$ cat src/hw/rtl/bfp_pkg.sv
// Shared widths, reset values, register indexes, status codes and types for the FET protection block.
`default_nettype none

package bfp_pkg;

    localparam int ADC_W       = 10;
    localparam int SUM_W       = 16;
    localparam int GAIN_W      = 16;
    localparam int OFFSET_W    = 12;
    localparam int THRESH_W    = 15;
    localparam int DEBOUNCE_W  = 16;
    localparam int HOLD_W      = 20;
    localparam int MV_W        = 16;
    localparam int STATUS_W    = 3;
    localparam int CFG_INDEX_W = 3;
    localparam int CFG_DATA_W  = 20;

    localparam int BFP_SAMPLES_PER_WINDOW = 10;

    // Register indexes
    localparam logic [CFG_INDEX_W-1:0] REG_VOLT_GAIN   = 3'd0;
    localparam logic [CFG_INDEX_W-1:0] REG_VOLT_OFFSET = 3'd1;
    localparam logic [CFG_INDEX_W-1:0] REG_OVERVOLT    = 3'd2;
    localparam logic [CFG_INDEX_W-1:0] REG_CUTOFF      = 3'd3;
    localparam logic [CFG_INDEX_W-1:0] REG_MIN_VALID   = 3'd4;
    localparam logic [CFG_INDEX_W-1:0] REG_DEBOUNCE    = 3'd5;
    localparam logic [CFG_INDEX_W-1:0] REG_HOLD        = 3'd6;

    // Register reset values
    localparam logic [GAIN_W-1:0]          RST_VOLT_GAIN   = 16'd26549;
    localparam logic signed [OFFSET_W-1:0] RST_VOLT_OFFSET = -12'sd82;
    localparam logic [THRESH_W-1:0]        RST_OVERVOLT    = 15'd15000;
    localparam logic [THRESH_W-1:0]        RST_CUTOFF      = 15'd13000;
    localparam logic [THRESH_W-1:0]        RST_MIN_VALID   = 15'd1000;
    localparam logic [DEBOUNCE_W-1:0]      RST_DEBOUNCE    = 16'd15000;
    localparam logic [HOLD_W-1:0]          RST_HOLD        = 20'd100000;

    // Status codes
    localparam logic [STATUS_W-1:0] ST_CHARGING  = 3'd0;
    localparam logic [STATUS_W-1:0] ST_CUTOFF    = 3'd1;
    localparam logic [STATUS_W-1:0] ST_NO_BATT   = 3'd2;
    localparam logic [STATUS_W-1:0] ST_OVP_COUNT = 3'd3;
    localparam logic [STATUS_W-1:0] ST_OVP_TRIP  = 3'd4;
    localparam logic [STATUS_W-1:0] ST_HOLDING   = 3'd5;

    typedef struct packed {
        logic signed [OFFSET_W-1:0] volt_offset_mv;
        logic [THRESH_W-1:0]        overvolt_mv;
        logic [THRESH_W-1:0]        cutoff_mv;
        logic [THRESH_W-1:0]        min_valid_mv;
        logic [DEBOUNCE_W-1:0]      debounce_limit;
        logic [HOLD_W-1:0]          hold_windows;
    } bfp_thresh_t;

    typedef struct packed {
        logic                   fet_on;
        logic                   led_on;
        logic signed [MV_W-1:0] battery_mv;
        logic [STATUS_W-1:0]    status;
    } bfp_result_t;

endpackage

`default_nettype wire

$ cat src/hw/rtl/battery_fet_protection.sv
// Battery charging-FET protection: window average, mV conversion, overvoltage debounce and hold.
// Throughput: one sample beat per cycle while in_stall is low; one result beat per SAMPLES_PER_WINDOW samples.
// Path: the window's last sample beat enters the window register; the reciprocal-multiply divide
// loads the average register, the gain multiply the scaled one, the decision the output reg.
// Reset (rst_n, async, active low): window, debounce, hold and the FET and LED latches clear;
// configuration registers take their calibrated defaults; no result pending.
`default_nettype none

module battery_fet_protection
#(
    parameter int SAMPLES_PER_WINDOW = bfp_pkg::BFP_SAMPLES_PER_WINDOW
)
(
    input  wire logic                                clk,
    input  wire logic                                rst_n,

    input  wire logic                                cfg_wr_en,
    input  wire logic [bfp_pkg::CFG_INDEX_W-1:0]     cfg_index,
    input  wire logic [bfp_pkg::CFG_DATA_W-1:0]      cfg_data,

    input  wire logic                                in_valid,
    output logic                                     in_stall,
    input  wire logic [bfp_pkg::ADC_W-1:0]           adc_sample,
    input  wire logic                                blink_phase,

    output logic                                     out_valid,
    input  wire logic                                out_stall,
    output logic                                     fet_on,
    output logic                                     led_on,
    output logic signed [bfp_pkg::MV_W-1:0]          battery_mv,
    output logic [bfp_pkg::STATUS_W-1:0]             status
);
    import bfp_pkg::*;

    // Window sample counter only needs to reach the window length.
    localparam int CNT_W = $clog2(SAMPLES_PER_WINDOW + 1);

    // Truncating divide by the window length as a reciprocal multiply.
    // With sums below 2^16 and a rounding error below 2^6, a 23-bit shift is exact.
    localparam int DIV_SHIFT = 23;
    localparam int RECIP_W   = DIV_SHIFT + 1;
    localparam logic [RECIP_W-1:0] DIV_RECIP =
        RECIP_W'(((64'd1 << DIV_SHIFT) + 64'(SAMPLES_PER_WINDOW) - 64'd1)
                 / 64'(SAMPLES_PER_WINDOW));
    localparam int QPROD_W = SUM_W + RECIP_W;
    localparam int GPROD_W = ADC_W + GAIN_W;

    // ---------------------------------------------------------------------
    // Configuration registers
    // ---------------------------------------------------------------------
    logic [GAIN_W-1:0] volt_gain_reg;
    bfp_thresh_t       thresh_reg;

    always_ff @(posedge clk or negedge rst_n)
    begin
        if (!rst_n)
        begin
            volt_gain_reg               <= RST_VOLT_GAIN;
            thresh_reg.volt_offset_mv   <= RST_VOLT_OFFSET;
            thresh_reg.overvolt_mv      <= RST_OVERVOLT;
            thresh_reg.cutoff_mv        <= RST_CUTOFF;
            thresh_reg.min_valid_mv     <= RST_MIN_VALID;
            thresh_reg.debounce_limit   <= RST_DEBOUNCE;
            thresh_reg.hold_windows     <= RST_HOLD;
        end
        else if (cfg_wr_en)
        begin
            case (cfg_index)
                REG_VOLT_GAIN:   volt_gain_reg             <= cfg_data[GAIN_W-1:0];
                REG_VOLT_OFFSET: thresh_reg.volt_offset_mv <= signed'(cfg_data[OFFSET_W-1:0]);
                REG_OVERVOLT:    thresh_reg.overvolt_mv    <= cfg_data[THRESH_W-1:0];
                REG_CUTOFF:      thresh_reg.cutoff_mv      <= cfg_data[THRESH_W-1:0];
                REG_MIN_VALID:   thresh_reg.min_valid_mv   <= cfg_data[THRESH_W-1:0];
                REG_DEBOUNCE:    thresh_reg.debounce_limit <= cfg_data[DEBOUNCE_W-1:0];
                REG_HOLD:        thresh_reg.hold_windows   <= cfg_data[HOLD_W-1:0];
                default:         ; // drop writes to unused indexes
            endcase
        end
    end

    // ---------------------------------------------------------------------
    // Pipeline flow control: each stage advances when the one after it
    // is empty or moving on, so a waiting result backs up and can stall sampling.
    // ---------------------------------------------------------------------
    logic win_valid_reg;
    logic avg_valid_reg;
    logic scl_valid_reg;
    logic out_valid_reg;

    logic out_ready;
    logic scl_ready;
    logic avg_ready;
    logic win_ready;
    logic in_fire;
    logic decide_fire;

    assign out_ready   = !out_valid_reg || !out_stall;
    assign scl_ready   = !scl_valid_reg || out_ready;
    assign avg_ready   = !avg_valid_reg || scl_ready;
    assign win_ready   = !win_valid_reg || avg_ready;
    assign in_stall    = !win_ready;
    assign in_fire     = in_valid && win_ready;
    assign decide_fire = scl_valid_reg && out_ready;

    // ---------------------------------------------------------------------
    // Stage 1: accumulate samples; hand the sum on when the window fills
    // ---------------------------------------------------------------------
    logic [SUM_W-1:0] window_sum_reg;
    logic [CNT_W-1:0] window_count_reg;
    logic [SUM_W-1:0] window_sum_next;
    logic [CNT_W:0]   window_count_next;
    logic             window_done;
    logic [SUM_W-1:0] win_sum_reg;
    logic             win_blink_reg;

    assign window_sum_next   = window_sum_reg + SUM_W'(adc_sample);
    assign window_count_next = {1'b0, window_count_reg} + (CNT_W+1)'(1);
    assign window_done       = window_count_next >= (CNT_W+1)'(SAMPLES_PER_WINDOW);

    always_ff @(posedge clk or negedge rst_n)
    begin
        if (!rst_n)
        begin
            window_sum_reg   <= '0;
            window_count_reg <= '0;
            win_valid_reg    <= 1'b0;
        end
        else
        begin
            if (in_fire)
            begin
                if (window_done)
                begin
                    window_sum_reg   <= '0;
                    window_count_reg <= '0;
                end
                else
                begin
                    window_sum_reg   <= window_sum_next;
                    window_count_reg <= window_count_next[CNT_W-1:0];
                end
                win_valid_reg <= window_done;
            end
            else if (avg_ready)
            begin
                win_valid_reg <= 1'b0;
            end
        end
    end

    always_ff @(posedge clk)
    begin
        if (in_fire && window_done)
        begin
            win_sum_reg   <= window_sum_next;
            win_blink_reg <= blink_phase;
        end
    end

    // ---------------------------------------------------------------------
    // Stage 2: average = sum / window length via reciprocal multiply
    // ---------------------------------------------------------------------
    logic [QPROD_W-1:0] quot_prod;
    logic [ADC_W-1:0]   avg_reg;
    logic               avg_blink_reg;

    assign quot_prod = QPROD_W'(win_sum_reg) * QPROD_W'(DIV_RECIP);

    always_ff @(posedge clk or negedge rst_n)
    begin
        if (!rst_n)
        begin
            avg_valid_reg <= 1'b0;
        end
        else if (avg_ready)
        begin
            avg_valid_reg <= win_valid_reg;
        end
    end

    always_ff @(posedge clk)
    begin
        if (avg_ready && win_valid_reg)
        begin
            // Average never exceeds the largest sample, so ten bits hold it.
            avg_reg       <= quot_prod[DIV_SHIFT +: ADC_W];
            avg_blink_reg <= win_blink_reg;
        end
    end

    // ---------------------------------------------------------------------
    // Stage 3: scale by the Q.10 gain and clamp to the positive range
    // ---------------------------------------------------------------------
    logic [GPROD_W-1:0]  gain_prod;
    logic [THRESH_W-1:0] scaled_next;
    logic [THRESH_W-1:0] scl_mv_reg;
    logic                scl_blink_reg;

    assign gain_prod = GPROD_W'(avg_reg) * GPROD_W'(volt_gain_reg);

    always_comb
    begin
        if (gain_prod[GPROD_W-1])
        begin
            scaled_next = '1;
        end
        else
        begin
            scaled_next = gain_prod[10 +: THRESH_W];
        end
    end

    always_ff @(posedge clk or negedge rst_n)
    begin
        if (!rst_n)
        begin
            scl_valid_reg <= 1'b0;
        end
        else if (scl_ready)
        begin
            scl_valid_reg <= avg_valid_reg;
        end
    end

    always_ff @(posedge clk)
    begin
        if (scl_ready && avg_valid_reg)
        begin
            scl_mv_reg    <= scaled_next;
            scl_blink_reg <= avg_blink_reg;
        end
    end

    // ---------------------------------------------------------------------
    // Decision: offset, clamp and protection rules; state moves on only
    // when the result beat is loaded into the output register.
    // ---------------------------------------------------------------------
    bfp_result_t decide_result;
    bfp_result_t out_result_reg;

    bfp_decide u_decide
    (
        .clk       (clk),
        .rst_n     (rst_n),
        .fire      (decide_fire),
        .scaled_mv (scl_mv_reg),
        .blink     (scl_blink_reg),
        .thresh    (thresh_reg),
        .result    (decide_result)
    );

    always_ff @(posedge clk or negedge rst_n)
    begin
        if (!rst_n)
        begin
            out_valid_reg <= 1'b0;
        end
        else if (decide_fire)
        begin
            out_valid_reg <= 1'b1;
        end
        else if (!out_stall)
        begin
            out_valid_reg <= 1'b0;
        end
    end

    always_ff @(posedge clk)
    begin
        if (decide_fire)
        begin
            out_result_reg <= decide_result;
        end
    end

    assign out_valid  = out_valid_reg;
    assign fet_on     = out_result_reg.fet_on;
    assign led_on     = out_result_reg.led_on;
    assign battery_mv = out_result_reg.battery_mv;
    assign status     = out_result_reg.status;

endmodule

`default_nettype wire

$ cat src/hw/rtl/bfp_decide.sv
// Offset, clamp and protection decision with the debounce, hold and latch state.
`default_nettype none

module bfp_decide
(
    input  wire logic                               clk,
    input  wire logic                               rst_n,
    input  wire logic                               fire,
    input  wire logic [bfp_pkg::THRESH_W-1:0]       scaled_mv,
    input  wire logic                               blink,
    input  wire bfp_pkg::bfp_thresh_t               thresh,
    output bfp_pkg::bfp_result_t                    result
);
    import bfp_pkg::*;

    localparam int WIDE_W = THRESH_W + 2;

    logic [DEBOUNCE_W-1:0] overvolt_count_reg;
    logic [DEBOUNCE_W-1:0] overvolt_count_next;
    logic [HOLD_W-1:0]     hold_left_reg;
    logic [HOLD_W-1:0]     hold_left_next;
    logic                  fet_latch_reg;
    logic                  fet_latch_next;
    logic                  led_latch_reg;
    logic                  led_latch_next;

    logic signed [WIDE_W-1:0] mv_sum;
    logic signed [WIDE_W-1:0] mv_clamped;
    logic [DEBOUNCE_W:0]      count_inc;
    logic [STATUS_W-1:0]      status_next;

    always_comb
    begin
        // Scaled value is never negative, so only the top bound can bite.
        mv_sum = signed'({2'b00, scaled_mv}) + WIDE_W'(thresh.volt_offset_mv);
        if (mv_sum > signed'(WIDE_W'(32767)))
        begin
            mv_clamped = signed'(WIDE_W'(32767));
        end
        else
        begin
            mv_clamped = mv_sum;
        end

        count_inc           = {1'b0, overvolt_count_reg} + (DEBOUNCE_W+1)'(1);
        overvolt_count_next = overvolt_count_reg;
        hold_left_next      = hold_left_reg;
        fet_latch_next      = fet_latch_reg;
        led_latch_next      = led_latch_reg;
        status_next         = ST_CHARGING;

        if (mv_clamped >= signed'({2'b00, thresh.overvolt_mv}))
        begin
            if (count_inc >= {1'b0, thresh.debounce_limit})
            begin
                overvolt_count_next = thresh.debounce_limit;
                hold_left_next      = thresh.hold_windows;
                fet_latch_next      = 1'b0;
                led_latch_next      = blink;
                status_next         = ST_OVP_TRIP;
            end
            else
            begin
                overvolt_count_next = count_inc[DEBOUNCE_W-1:0];
                status_next         = ST_OVP_COUNT;
            end
        end
        else
        begin
            overvolt_count_next = '0;
            if (hold_left_reg != '0)
            begin
                hold_left_next = hold_left_reg - HOLD_W'(1);
                led_latch_next = blink;
                status_next    = ST_HOLDING;
            end
            else if (mv_clamped <= signed'({2'b00, thresh.min_valid_mv}))
            begin
                fet_latch_next = 1'b0;
                led_latch_next = 1'b0;
                status_next    = ST_NO_BATT;
            end
            else if (mv_clamped >= signed'({2'b00, thresh.cutoff_mv}))
            begin
                fet_latch_next = 1'b0;
                led_latch_next = 1'b0;
                status_next    = ST_CUTOFF;
            end
            else
            begin
                fet_latch_next = 1'b1;
                led_latch_next = 1'b1;
                status_next    = ST_CHARGING;
            end
        end

        result.fet_on     = fet_latch_next;
        result.led_on     = led_latch_next;
        result.battery_mv = mv_clamped[MV_W-1:0];
        result.status     = status_next;
    end

    always_ff @(posedge clk or negedge rst_n)
    begin
        if (!rst_n)
        begin
            overvolt_count_reg <= '0;
            hold_left_reg      <= '0;
            fet_latch_reg      <= 1'b0;
            led_latch_reg      <= 1'b0;
        end
        else if (fire)
        begin
            overvolt_count_reg <= overvolt_count_next;
            hold_left_reg      <= hold_left_next;
            fet_latch_reg      <= fet_latch_next;
            led_latch_reg      <= led_latch_next;
        end
    end

endmodule

`default_nettype wire

$ cat config.mk
export PLATFORM = sky130hd
export DESIGN_NAME = battery_fet_protection
export DESIGN_NICKNAME = d
export VERILOG_FILES = /design/src/hw/rtl/bfp_pkg.sv /design/src/hw/rtl/battery_fet_protection.sv /design/src/hw/rtl/bfp_decide.sv
export SDC_FILE = /design/constraint.sdc
export NUM_CORES = 1
export LEC_CHECK = 0
export BUFFER_PORTS_ARGS = -buffer_cell sky130_fd_sc_hd__buf_4
export CAP_MARGIN = 20
export CORE_UTILIZATION = 60
export CTS_CLUSTER_DIAMETER = 200
export DETAILED_ROUTE_END_ITERATION = 8
export PLACE_DENSITY = 0.77
export RECOVER_POWER = 25
export SLEW_MARGIN = 20
export SYNTH_ARGS = -nofsm -noshare
export SYNTH_HDL_FRONTEND = slang
export SYNTH_SLANG_ARGS = --single-unit
$ cat constraint.sdc
create_clock -name clk -period 6.76 [get_ports clk]
set_input_delay 0.676 -clock clk [delete_from_list [all_inputs] [get_ports clk]]
set_output_delay 0.676 -clock clk [all_outputs]
set_load 0.02 [all_outputs]
==> impl_summary.log <==
[metrics] outcome: finished with violations
[metrics] failing checks: capacitance limit, slew limit
[metrics] I/O pin total: 62
[metrics] post_cts resized: 0
[metrics] number of max-slew violations in the final report: about 180
[metrics] max reg flops: 93
[metrics] area of the die: 36,000 um^2
[metrics] beginning of the worst register-to-register path: win_sum_reg[7]
[metrics] Maximum Capacitance Violations: 3
[metrics] headroom to the max-slew limit: -127%
[metrics] TNS Setup: 0 ns
[metrics] count of cell instances traversed by the critical path: 20
[metrics] First-pass DRT Iterations: 5
[metrics] critical path, cell by cell: ha_1, inv_1, fa_1, inv_1, fa_1, inv_1, fa_1, inv_1, fa_1, fa_1, ha_1, and4_1, nor4bb_1, a221o_1, nand3_1, o311ai_1, o41ai_1, o21bai_1, a21oi_1, xnor2_1
[metrics] maximum operating frequency: between 150 and 200 MHz
[metrics] first element of the critical path: win_sum_reg[7]
[metrics] antenna-violating nets left: 0
[metrics] critical path capture point type: flip-flop
[metrics] setup repair after global routing missed its margin: false
[metrics] Vias/cell: approximately 6
[metrics] M1 WL: between 20,000 and 25,000 um
[metrics] Clock Latency Late Sink: around 0.55 ns
[metrics] share of cells above drive strength 1: roughly 13%
[metrics] worst min-delay path category: input pin to flip-flop
[metrics] routed length on met3: roughly 2800 um
[metrics] average instance area after synthesis: 10.1 um^2
[metrics] worst-margin pin slew: 3.40 ns
[metrics] critical path startpoint category: flip-flop
[metrics] wire length per cell: 18.9 um
[metrics] global-route wire length before repair: 82,500 um
[metrics] # hold bufs at CTS: 0
[metrics] number of cells produced by synthesis: approximately 2,100
[metrics] HPWL Detailed: ~38,000 um
[metrics] sequential share of the synthesized area: ~30%
[metrics] R2R setup slack: about 0.31 ns
[metrics] Core Area: 34,600 um^2
[metrics] Max stage delay cell, worst path: sky130_fd_sc_hd__edfxtp_1
[metrics] effective utilization at floorplan: between 60% and 70%
[metrics] row cnt: 68
[metrics] CTS tree: built
[metrics] distinct cell type count after synthesis: 85
[metrics] clock root buffer: sky130_fd_sc_hd__clkbuf_16
[metrics] critical register-to-register path endpoint: avg_reg[9]
[metrics] maximum number of pins on one net before global-route repair: 63
[metrics] Most used DFF post-synth: sky130_fd_sc_hd__dfrtp_1
[metrics] net count reported at finish: between 2,000 and 3,000
[metrics] number of global-route vias before repair: 16,000
[metrics] largest stage delay on the critical path: 0.57 ns
[metrics] final worst clock skew: between 0.015 and 0.02 ns
[metrics] Worst Path Arrival: ~6.7 ns
[metrics] Post-Synthesis Net Count: ~2,600
[metrics] top cell types by occurrence after synthesis: sky130_fd_sc_hd__inv_1 (293), sky130_fd_sc_hd__ha_1 (263), sky130_fd_sc_hd__nand2_1 (220)
[metrics] critical path required time: 7.06 ns
[metrics] total wirelength of the detailed-routed design: 49,100 um
[metrics] number of flip-flops and latches in the synthesized netlist: ~240
[metrics] number of buffers between clock root and the deepest sink: 3
[metrics] TritonCTS sink count: 236
[metrics] DRC violation count after routing: 0
[metrics] total length of routed met2 wires: between 20,000 and 25,000 um
[metrics] # Post-CTS Setup Buffers: 0
[metrics] initial antenna violation count: 0
[metrics] crit path kind: flip-flop to flip-flop
[metrics] placer congestion estimate: 0.976
[metrics] critical path's most frequent cell: sky130_fd_sc_hd__fa_1
[metrics] most numerous cell in the Yosys netlist: sky130_fd_sc_hd__inv_1
[metrics] Syn Std Cell Area: roughly 21,000 um^2
[metrics] clock slew at reported path FFs: 0.06 ns
[metrics] growth of design area from synthesis to finish: 8.46%
[metrics] Top Layer Used: met4
[metrics] top area cells in the synthesized netlist: sky130_fd_sc_hd__fa_1 (18%), sky130_fd_sc_hd__ha_1 (16%), sky130_fd_sc_hd__dfrtp_1 (14%)
[metrics] count of cells along the worst register-to-register path: 20
[metrics] share of the clock period used by the worst path: ~95%
[metrics] Worst Setup EP: avg_reg[9]
[metrics] TritonCTS buffer count: 27
[metrics] Hold Fails Final Rpt: 0
[metrics] count of synthesis-stage warnings from yosys: 0
[metrics] final instance count without filler cells: 2,598
[metrics] largest fanout on the critical path: 6
[metrics] total inserted antenna cells: 0
[metrics] vias post-DR: 15,400
[metrics] quantity of I/O buffers inserted on ports: a little over 60
[metrics] gr usage total: between 20 and 30%
[metrics] total global routing overflow: 0
[metrics] DRT iter0 DRCs: approximately 1,000
[metrics] FFs w/ async S/R, synth: about 72%
[metrics] overall die height: approximately 190 um
[metrics] post-synth top area share: between 15 and 20%
[metrics] DIE WIDTH: roughly 190 um
[metrics] post-synthesis cell type with the largest combined area: sky130_fd_sc_hd__fa_1
[metrics] final critical delay including setup and external delays: roughly 6.4 ns
[metrics] CTS H-Tree Depth: 1
[metrics] dpl cells: 2,548
[metrics] final setup violation count: 0
[metrics] buffers and inverters on the worst path: 4
[metrics] gate family responsible for the most delay along the worst path: adder cells
[metrics] EDFF count, synth: 65
final cells by class:
class / instances / area [um^2]
Sequential cell: 236 / 6290
Multi-Input combinational cell: 1488 / 13500
Fill cell: 2618 / 11700
Clock inverter: 9 / 92.6
Tap cell: 455 / 569
Clock buffer: 41 / 810
Inverter: 293 / 1100
Timing Repair Buffer: 76 / 549
metal layers:
metal / track usage (%) / vias up
met5: 0 / -
met4: 8.10 / 0
met3: 3.47 / 99
met2: 48.7 / 510
met1: 38.8 / 7655
li1: - / 7129
stage by stage:
stage                     hold WS [ns]  utilization [%]  area [um^2]  worst slack (ns)
after global placement           0.401             63.7        22100             0.559
after CTS                        0.106             66.3        23000             0.337
after floorplan                  0.380                -        21100             0.674
after detailed placement         0.409             63.7        22100             0.376
final                            0.351             66.2        22900             0.314
after global routing             0.343             66.2        22900            0.0200
worst min path at each step:
stage / from / endpoint / depth (start not counted)
finish: cfg_data[16] / thresh_reg[16] / 2
global route: cfg_data[18] / thresh_reg[18] / 2
CTS: rst_n / u_decide.overvolt_count_reg[9] / 1
detailed placement: win_blink_reg / avg_blink_reg / 0
global placement: win_blink_reg / avg_blink_reg / 0
floorplan: rst_n / avg_valid_reg / 0
logic make-up after synthesis:
kind of cell | synth area share (%)
AOI/OAI and AO/OA | 10.3
xor gates and xnor gates | 2.69
adders and majority gates | 33.4
buffers and inverters | 6.44
DFF | 29.8
muxes | 4.70
and+or+nand+nor | 12.7
layout by cell type (no fill, tap or decap), drive strengths merged, types with 67 or more instances in the layout:
cell,netlist,layout
buf,7,67
mux2,81,81
o21ai,109,109
nand2,221,221
a21oi,80,80
and2,71,71
fa,188,188
inv,293,295
dfrtp,120,120
nor2,67,67
ha,263,263
Power is left out: the tool's default activity adds up to more than one toggle a clock period on the data nets, which glitch-free logic cannot reach.
